$ cat src/design/wrm_pkg.sv
// Package for the wildcard pattern stream matcher.
// Holds widths, character codes, register indexes and the per-item control struct.
// No dependencies.
package wrm_pkg;

	localparam int PATTERN_MAX_DEF = 16;
	localparam int CHAR_SLOTS      = 16;
	localparam int LEN_W           = 5;
	localparam int CHAR_W          = 8;
	localparam int WORD_W          = 64;
	localparam int CFG_IDX_W       = 2;

	localparam logic [CHAR_W-1:0] STAR_CODE = 8'h2A;
	localparam logic [CHAR_W-1:0] DOT_CODE  = 8'h2E;

	typedef enum logic [CFG_IDX_W-1:0] {
		CFG_PATTERN_LENGTH = 2'd0,
		CFG_CHARS_LOW      = 2'd1,
		CFG_CHARS_HIGH     = 2'd2
	} cfg_idx_t;

	localparam logic MODE_START  = 1'b0;
	localparam logic MODE_APPEND = 1'b1;

	// Broadcast to every cell on each accepted transaction.
	typedef struct packed {
		logic              en;
		logic              load;
		logic [CHAR_W-1:0] ch;
	} step_t;

endpackage

$ cat src/design/wrm_cell.sv
// One column cell of the matcher: holds the match bit of one pattern prefix.
// Depends on wrm_pkg.
module wrm_cell #(
	parameter int IDX = 1
) (
	input  logic                 clk,
	input  logic                 arst_n,
	input  wrm_pkg::step_t       step,
	input  logic [7:0]           p_cur,
	input  logic [7:0]           p_prev,
	input  logic                 old_prev,
	input  logic                 nxt_back2,
	output logic                 col_q,
	output logic                 nxt
);
	import wrm_pkg::*;

	localparam bit HAS_PREV = (IDX >= 2);

	logic cur_star;
	logic acc_cur;
	logic acc_prev;

	always_comb begin
		cur_star = (p_cur == STAR_CODE);
		acc_cur  = (p_cur == DOT_CODE) || (p_cur == step.ch);
		acc_prev = (p_prev == DOT_CODE) || (p_prev == step.ch);
		if (step.load) begin
			nxt = cur_star && HAS_PREV && nxt_back2;
		end else if (cur_star) begin
			// star: skip the pair, or absorb one more copy of the element
			nxt = HAS_PREV && (nxt_back2 || (col_q && acc_prev));
		end else begin
			nxt = old_prev && acc_cur;
		end
	end

	always_ff @(posedge clk or negedge arst_n) begin
		if (!arst_n) begin
			col_q <= 1'b0;
		end else if (step.en) begin
			col_q <= nxt;
		end
	end

endmodule

$ cat src/design/wildcard_regex_stream_match_top.sv
// Streaming '.'/'*' whole-text matcher, one cell per pattern prefix.
// Result valid in the cycle after input acceptance. Throughput: one item per cycle
// unless out_ready stalls; the cycle is set by the star ripple across the cell row.
// Reset (arst_n low): column clear, registers zero, no result pending.
// Depends on wrm_pkg and wrm_cell.
module wildcard_regex_stream_match_top #(
	parameter int PATTERN_MAX = wrm_pkg::PATTERN_MAX_DEF
) (
	input  logic                          clk,
	input  logic                          arst_n,
	// item input
	input  logic                          in_valid,
	output logic                          in_ready,
	input  logic                          mode,
	input  logic [wrm_pkg::CHAR_W-1:0]    text_char,
	// result output
	output logic                          out_valid,
	input  logic                          out_ready,
	output logic                          matched,
	// register writes
	input  logic                          cfg_valid,
	output logic                          cfg_ready,
	input  logic [wrm_pkg::CFG_IDX_W-1:0] cfg_index,
	input  logic [wrm_pkg::WORD_W-1:0]    cfg_data
);
	import wrm_pkg::*;

	// Slots beyond the character registers never get a pattern character.
	localparam int SLOTS = (PATTERN_MAX < CHAR_SLOTS) ? PATTERN_MAX : CHAR_SLOTS;
	localparam int SEL_W = $clog2(SLOTS + 1);

	// Configuration registers
	logic [LEN_W-1:0]  pattern_length_q;
	logic [WORD_W-1:0] chars_low_q;
	logic [WORD_W-1:0] chars_high_q;

	assign cfg_ready = 1'b1;

	always_ff @(posedge clk or negedge arst_n) begin
		if (!arst_n) begin
			pattern_length_q <= '0;
			chars_low_q      <= '0;
			chars_high_q     <= '0;
		end else if (cfg_valid && cfg_ready) begin
			unique case (cfg_index)
				CFG_PATTERN_LENGTH: pattern_length_q <= cfg_data[LEN_W-1:0];
				CFG_CHARS_LOW:      chars_low_q      <= cfg_data;
				CFG_CHARS_HIGH:     chars_high_q     <= cfg_data;
				default:            ;  // unmapped index: write dropped
			endcase
		end
	end

	// Unpack pattern characters, character 0 in the low byte of the low word.
	logic [CHAR_W-1:0] pchar [CHAR_SLOTS];

	for (genvar k = 0; k < CHAR_SLOTS; k++) begin : g_pchar
		if (k < 8) begin : g_lo
			assign pchar[k] = chars_low_q[CHAR_W*k +: CHAR_W];
		end else begin : g_hi
			assign pchar[k] = chars_high_q[CHAR_W*(k-8) +: CHAR_W];
		end
	end

	// Handshake: result register frees when empty or being drained, so a new
	// item goes in every cycle the consumer keeps up.
	logic  in_fire;
	step_t step;

	assign in_ready  = !out_valid || out_ready;
	assign in_fire   = in_valid && in_ready;
	assign step.en   = in_fire;
	assign step.load = (mode == MODE_START);
	assign step.ch   = text_char;

	// Column: bit 0 is the empty-pattern prefix, cells 1..SLOTS the rest.
	logic [SLOTS:0] col;
	logic [SLOTS:0] nxt_col;
	logic           col0_q;

	always_ff @(posedge clk or negedge arst_n) begin
		if (!arst_n) begin
			col0_q <= 1'b0;
		end else if (step.en) begin
			col0_q <= step.load;  // empty text matches the empty pattern only
		end
	end

	assign col[0]     = col0_q;
	assign nxt_col[0] = step.load;

	for (genvar g = 1; g <= SLOTS; g++) begin : g_cell
		logic back2;
		if (g >= 2) begin : g_b2
			assign back2 = nxt_col[g-2];
		end else begin : g_b1
			assign back2 = 1'b0;
		end

		wrm_cell #(
			.IDX(g)
		) u_cell (
			.clk       (clk),
			.arst_n    (arst_n),
			.step      (step),
			.p_cur     (pchar[g-1]),
			.p_prev    (pchar[(g >= 2) ? g-2 : 0]),
			.old_prev  (col[g-1]),
			.nxt_back2 (back2),
			.col_q     (col[g]),
			.nxt       (nxt_col[g])
		);
	end

	// Length saturates at the number of usable slots.
	logic [SEL_W-1:0] len_sel;

	always_comb begin
		if (pattern_length_q > LEN_W'(SLOTS)) begin
			len_sel = SEL_W'(SLOTS);
		end else begin
			len_sel = pattern_length_q[SEL_W-1:0];
		end
	end

	// Result register
	always_ff @(posedge clk or negedge arst_n) begin
		if (!arst_n) begin
			out_valid <= 1'b0;
			matched   <= 1'b0;
		end else begin
			if (in_fire) begin
				out_valid <= 1'b1;
				matched   <= nxt_col[len_sel];
			end else if (out_ready) begin
				out_valid <= 1'b0;
			end
		end
	end

endmodule

$ cat config.mk
export PLATFORM = sky130hd
export DESIGN_NAME = wildcard_regex_stream_match_top
export DESIGN_NICKNAME = d
export VERILOG_FILES = /design/src/design/wrm_pkg.sv /design/src/design/wrm_cell.sv /design/src/design/wildcard_regex_stream_match_top.sv
export SDC_FILE = /design/constraint.sdc
export NUM_CORES = 1
export LEC_CHECK = 0
export BUFFER_PORTS_ARGS = -buffer_cell sky130_fd_sc_hd__buf_2
export CORE_UTILIZATION = 25
export DETAILED_ROUTE_END_ITERATION = 7
export SETUP_SLACK_MARGIN = 0.4
export SLEW_MARGIN = 40
export SYNTH_ARGS = -nofsm -noshare
export SYNTH_HDL_FRONTEND = slang
export SYNTH_SLANG_ARGS = --single-unit
export TNS_END_PERCENT = 10
$ cat constraint.sdc
create_clock -name clk -period 3.5 [get_ports clk]
set_input_delay 0.175 -clock clk [delete_from_list [all_inputs] [get_ports clk]]
set_output_delay 0.175 -clock clk [all_outputs]
set_load 0.005 [all_outputs]
Word level (Yosys, flattened, before mapping)

Cells that the tools add are included.

Register bits after elaboration: 152
Input port bits: 80

$lt $le $gt $ge: 2
Equal/unequal tests: 50
Mux-type cells: 37
Bitwise operators: 1
Reduce and logical (&&, ||, !) cells: 85

Operator list:

| kind                 | number |
|---|---|
| $eq A8 B6 Y1 const B | 32 |
| $eq A8 B8 Y1         | 16 |
| $logic_and A1 B1 Y1  | 47 |
| $mux W1              | 35 |
| $logic_or A1 B1 Y1   | 32 |
| $lt A5 B6 Y1 const B | 1 |
| $reduce_and A2 Y1    | 3 |
| $bmux W1 S5          | 1 |
| $gt A5 B5 Y1 const B | 1 |
| $mux W5              | 1 |
| $eq A2 B1 Y1 const B | 1 |
| $eq A2 B2 Y1 const B | 1 |
| $logic_not A2 Y1     | 1 |
| $reduce_bool A2 Y1   | 1 |
| $logic_not A1 Y1     | 1 |
| $not A1 Y1           | 1 |

Depth between registers and ports, before layout

Depth in word-level cells: 29
Depth in mapped cells: 12

Modules after synthesis

A second synthesis with hierarchy kept.

Cell total of the unflattened synthesis: 927
Area, all modules: 10223.6 um2

By module, submodules not included:

| module                            | times used | cells each | area each (um2) | seq. area each (um2) |
|---|---|---|---|---|
| wildcard_regex_stream_match_top   | 1          | 323        | 5250.0          | 3403.3 |
| wrm_cell at g_cell[10].u_cell ... | 15         | 39         | 320.3           | 25.0 |
| wrm_cell at g_cell[1].u_cell      | 1          | 19         | 168.9           | 25.0 |

Least setup slack after synthesis

No wires, ideal clock.

Path type: register to register
Start: reg chars_low_q[44]
End: reg matched
Library setup time: 0.135 ns
Arrival: 2.989 ns
Data required time: 3.365 ns
Path slack: 0.376 ns
Cell stages (with the launch flop): 11
Period minus slack after synthesis: 3.124 ns
Path through: dfrtp_1 -> or4b_1 -> or4_1 -> a21o_1 -> a2111oi_4 -> a311oi_2 -> o31a_1 -> o21bai_1 -> a2111o_1 -> o211ai_2 -> o211ai_1

Word-level cells in the longest chain between the ends: 22
Elaborated cells on any way between the ends: 50
Those cells by class: eq/ne: 3; mux: 24; reduce/logical: 23

Ends and longest elaborated chain:

| what                                                | RTL line                               | RTL |
|---|---|---|
| from (decl)                                         | wildcard_regex_stream_match_top.sv:34  | `logic [WORD_W-1:0] chars_low_q;` |
| from (signal assigned)                              | wildcard_regex_stream_match_top.sv:47  | `CFG_CHARS_LOW: chars_low_q <= cfg_data;` |
| $eq A8 B6 Y1 / $eq A8 B8 Y1 (equally long branches) | wrm_cell.sv:26, wrm_cell.sv:27         |  |
| $logic_or A1 B1 Y1                                  | wrm_cell.sv:26, wrm_cell.sv:27         |  |
| $logic_and A1 B1 Y1                                 | wrm_cell.sv:34                         | `nxt = old_prev && acc_cur;` |
| $mux W1                                             | wrm_cell.sv:30                         | `end else if (cur_star) begin` |
| $mux W1                                             | wrm_cell.sv:28                         | `if (step.load) begin` |
| $logic_or A1 B1 Y1                                  | wrm_cell.sv:32                         | `nxt = HAS_PREV && (nxt_back2 \|\| (col_q && acc_prev));` |
| $mux W1                                             | wrm_cell.sv:30                         |  |
| $mux W1                                             | wrm_cell.sv:28                         |  |
| [... 6 more ...]                                    | n/a                                    |  |
| $logic_or A1 B1 Y1                                  | wrm_cell.sv:32                         |  |
| $mux W1                                             | wrm_cell.sv:30                         |  |
| $mux W1                                             | wrm_cell.sv:28                         |  |
| $logic_or A1 B1 Y1                                  | wrm_cell.sv:32                         |  |
| $mux W1                                             | wrm_cell.sv:30                         |  |
| $mux W1                                             | wrm_cell.sv:28                         |  |
| $bmux W1 S5 *                                       | wildcard_regex_stream_match_top.sv:134 | `matched <= nxt_col[len_sel];` |
| $mux W1 (not written as such) *                     | wildcard_regex_stream_match_top.sv:134 |  |
| to (signal assigned)                                | wildcard_regex_stream_match_top.sv:134 |  |
| to (decl)                                           | wildcard_regex_stream_match_top.sv:19  | `output logic matched,` |

Mark *: on every way between the ends. The rest lies on a longest branch, timed or not. The select of a mux whose other input is x is not followed.
A chain may end at the register's enable or synchronous reset.

Worst setup path after layout

Start: reg chars_low_q[46]
End: reg matched

Same word-level chain as after synthesis.

==> run summary <==
## Floorplanning
• **CORE AREA** 33400 sq um
• **total die area** 34600 sq um
• **die outline width** 186 microns
• **vertical extent of the die** 186 microns
• **row count** 67
• **number of I/O pins** 84
• **initial core utilization** 0.253

## Layout
• **share of final-layout standard cells stronger than drive strength 1** 0.326
• **area overhead of the layout relative to synthesis** 22.9%
• **nets** 943

## Yosys
• **fraction of post-synthesis cell area in the top cell type by area** 0.450
• **post-synthesis instance area** 8460 sq um
• **number of synthesis warnings** 0
• **net count after synthesis** 832
• **Synth top cells by count** 152 x sky130_fd_sc_hd__dfrtp_1, 135 x sky130_fd_sc_hd__mux2_2, 125 x sky130_fd_sc_hd__xnor2_1
• **count of flip-flops with a built-in enable after synthesis** 0
• **number of cells produced by synthesis** 752
• **proportion of synthesized area in mux cells** 0.181
• **Adder-Cell Fraction of Synth Area** 0
• **distinct cell type count of the synthesized netlist** 69
• **average instance area after synthesis** 11.3 sq um
• **Synth Register Bits** 152
• **register area share after synthesis** 0.450
• **Compound-Gate Fraction of Synth Area** 0.0850
• **dominant register cell in the synthesized netlist** sky130_fd_sc_hd__dfrtp_1
• **largest family of logic cells by synthesized area** multiplexers
• **top cell type by total area after synthesis** sky130_fd_sc_hd__dfrtp_1
• **async set-or-reset flop fraction in the synthesized netlist** 1.00
• **Simple-Gate Fraction of Synth Area** 0.128
• **largest cells by area after synthesis** sky130_fd_sc_hd__dfrtp_1 45%, sky130_fd_sc_hd__mux2_2 18%, sky130_fd_sc_hd__xnor2_1 13%
• **most repeated cell in the gate-level netlist after synthesis** sky130_fd_sc_hd__dfrtp_1
• **share of the synthesized netlist area taken by xor and xnor gates** 0.131

## Timing
• **Worst Tran Pin Value** 0.671 ns
• **final period utilization** 0.916
• **final setup violation count** 0
• **Final Hold Vio Count** 0
• **Max Clock Skew** 0.0103 ns
• **Final min period** 3.21 ns
• **Setup TNS** 0 ns
• **RSZ-0062 raised after global routing** yes
• **count of final max-slew check failures** 0
• **final worst slack** 0.295 ns
• **Worst slew margin** 0.552
• **maximum clock rate** 312 MHz

## Critical path
• **Required @ worst endpoint** 3.79 ns
• **maximum cell stage delay along the critical path** 0.56 ns
• **Worst setup EP type** flop
• **cell breakdown of the critical path** or4b_4, or4_4, a21o_1, a2111oi_4, a311oi_2, o31a_1, o21bai_1, a2111o_1, o211ai_2, o211ai_1
• **Crit-path slowest cell** sky130_fd_sc_hd__or4b_4
• **flop-to-flop setup slack** 0.29 ns
• **type of the worst setup path** flop to flop
• **startpoint type of the worst setup path** flop
• **largest fanout of any net on the critical path** 3
• **arrival time worst endpoint** 3.50 ns

## Route
• **total vias in the final route** 6223
• **sum of routed wire length over all layers** 22.9 mm
• **detailed-route wire length per cell** 17.3 microns
• **Initial DRC Count** 378
• **DRC violation count after routing** 0
• **detailed-router iteration count before antenna repair** 4
• **remaining number of nets flagged by the antenna check after routing** 0
• **via density per instance** 4.69

## Power
• **largest vdd supply drop** 0.000340 V
• **Pwr Density** 508 nW/um^2
• **Leak Pwr** 4.03 nW

## Clock network
• **maximum buffer depth of the clock tree** 2
• **worst-skew pair later-pin latency** 0.42 ns
• **clock-pin transition on the worst setup and hold timing paths** 0.06 ns
• **Clock Tree Root** sky130_fd_sc_hd__clkbuf_16
• **clock buffer count from CTS** 17
• **H-tree depth** 4
• **TritonCTS clock tree** built
• **number of sinks handled by clock tree synthesis** 152

## Run status
• **run status** complete, no violations

## GRT
• **number of global-route vias before repair** 6405
• **pin count of the biggest net entering global routing** 112
• **number of antenna violations at the first check in global routing** 2
• **overall global routing resource usage** 0.138
• **total gr overflow** 0
• **global-route wire length before repair** 36.1 mm

## Placement
• **count of buffers from port buffering** 82
• **Post-DP HPWL** 16.9 mm
• **Worst Setup Slack post-DPL** 0.188 ns
• **routability congestion estimate from global placement** 0.904

## Run
• **maxcap violations** 0

## Hold path
• **class of the tightest hold or removal check** input port to flop

## sequential cells by signal (all words and copies together), names as in the netlist
| signal | count |
|---|---|
| g_cell.u_cell.col_q | 16 |
| chars_low_q | 64 |
| chars_high_q | 64 |
| pattern_length_q | 5 |
| matched | 1 |
| col0_q | 1 |
| out_valid | 1 |
## timing repair
item	CTS	global route
endpoints found under the setup margin	3	4
hold buffers	26	2
gates resized for setup	6	4
endpoints found under the hold margin	90	3
buffers inserted	3	0
pin swaps	2	1
## layout make-up
class / count / area (sq um)
clock inverter: 9 / 116
tap: 448 / 561
inverter: 14 / 52.6
sequential: 152 / 3800
antenna: 2 / 5.00
fill: 3434 / 23100
clock buffer: 23 / 478
multi-input combinational: 549 / 4520
timing repair buffer: 129 / 860
## worst max-delay path, delay by kind of cell (launching register included)
family | cells | cell delay [ns]
simple gates | 2 | 1.09
compound gates | 8 | 1.60
flops | 1 | 0.38
## final timing paths
kind                                        startpoint                            to  cells after the start
max                        chars_low_q[46]$_DFFE_PN0P_           matched$_DFFE_PN0P_                     10
min                                       cfg_data[54]   chars_low_q[54]$_DFFE_PN0P_                      2
max reg2reg                chars_low_q[46]$_DFFE_PN0P_           matched$_DFFE_PN0P_                     10
min reg2reg                         col0_q$_DFFE_PN0P_            col0_q$_DFFE_PN0P_                      2
max in group asynchronous                       arst_n  chars_high_q[26]$_DFFE_PN0P_                      3
min in group asynchronous                       arst_n   chars_low_q[61]$_DFFE_PN0P_                      2
## through the flow
stage	total power, mW	area [sq um]	utilization	hold slack [ns]	cells
2_1_floorplan	3.09	8470	-	-0.121	752
5_1_grt	5.55	10400	0.311	0.00317	1324
3_3_place_gp	3.39	9420	0.282	0.120	1261
6_report	5.28	10400	0.311	0.00894	1326
4_1_cts	5.33	10300	0.309	0.000456	1322
3_5_place_dp	3.43	9440	0.282	0.119	1261
## per-layer routing
layer | GRT usage | wire length [microns] | part of all wire | vias up
met3 | 0.0254 | 600 | 0.026 | 21
li1 | - | - | - | 2956
met1 | 0.177 | 10600 | 0.46 | 3161
met4 | 0.0367 | 295 | 0.013 | 0
met5 | 0 | 0 | 0 | -
met2 | 0.238 | 11400 | 0.50 | 85
## power by group
part / switching [mW] / internal [mW] / total (mW)
clock network: 0.734 / 1.11 / 1.85
registers: 0.331 / 2.06 / 2.39
logic: 0.434 / 0.614 / 1.05
## cell families (layout without fill, tap and decap cells)
logic type / Yosys count / count (layout)
AOI/OAI and AO/OA: 99 / 99
xor gates and xnor gates: 127 / 127
buffers and inverters: 51 / 175
DFF: 152 / 152
muxes: 136 / 136
other: 1 / 3
and+or+nand+nor: 186 / 186
## cell usage in the layout (no fill, tap or decap), types with 4 or more instances in the layout
cell	instances
sky130_fd_sc_hd__dfrtp_1	152
sky130_fd_sc_hd__mux2_2	135
sky130_fd_sc_hd__xnor2_1	125
sky130_fd_sc_hd__buf_2	81
sky130_fd_sc_hd__nand2_1	51
sky130_fd_sc_hd__nand4_1	35
sky130_fd_sc_hd__dlygate4sd3_1	28
sky130_fd_sc_hd__o21ai_0	20
sky130_fd_sc_hd__nor2_1	17
sky130_fd_sc_hd__clkbuf_16	17
sky130_fd_sc_hd__buf_4	16
sky130_fd_sc_hd__a21oi_1	15
sky130_fd_sc_hd__inv_1	13
sky130_fd_sc_hd__nor4b_1	10
sky130_fd_sc_hd__nand4b_1	7
sky130_fd_sc_hd__nor2b_1	7
sky130_fd_sc_hd__nor3_1	7
sky130_fd_sc_hd__nand2b_1	6
sky130_fd_sc_hd__and3_1	6
sky130_fd_sc_hd__nand3_1	5
sky130_fd_sc_hd__a211oi_1	5
sky130_fd_sc_hd__o31ai_1	5
sky130_fd_sc_hd__nor4_1	5
sky130_fd_sc_hd__a21o_1	4
sky130_fd_sc_hd__o22ai_1	4
sky130_fd_sc_hd__or4b_1	4
sky130_fd_sc_hd__o21ai_1	4
sky130_fd_sc_hd__clkinvlp_4	4
(Power assumes the default switching activity.)
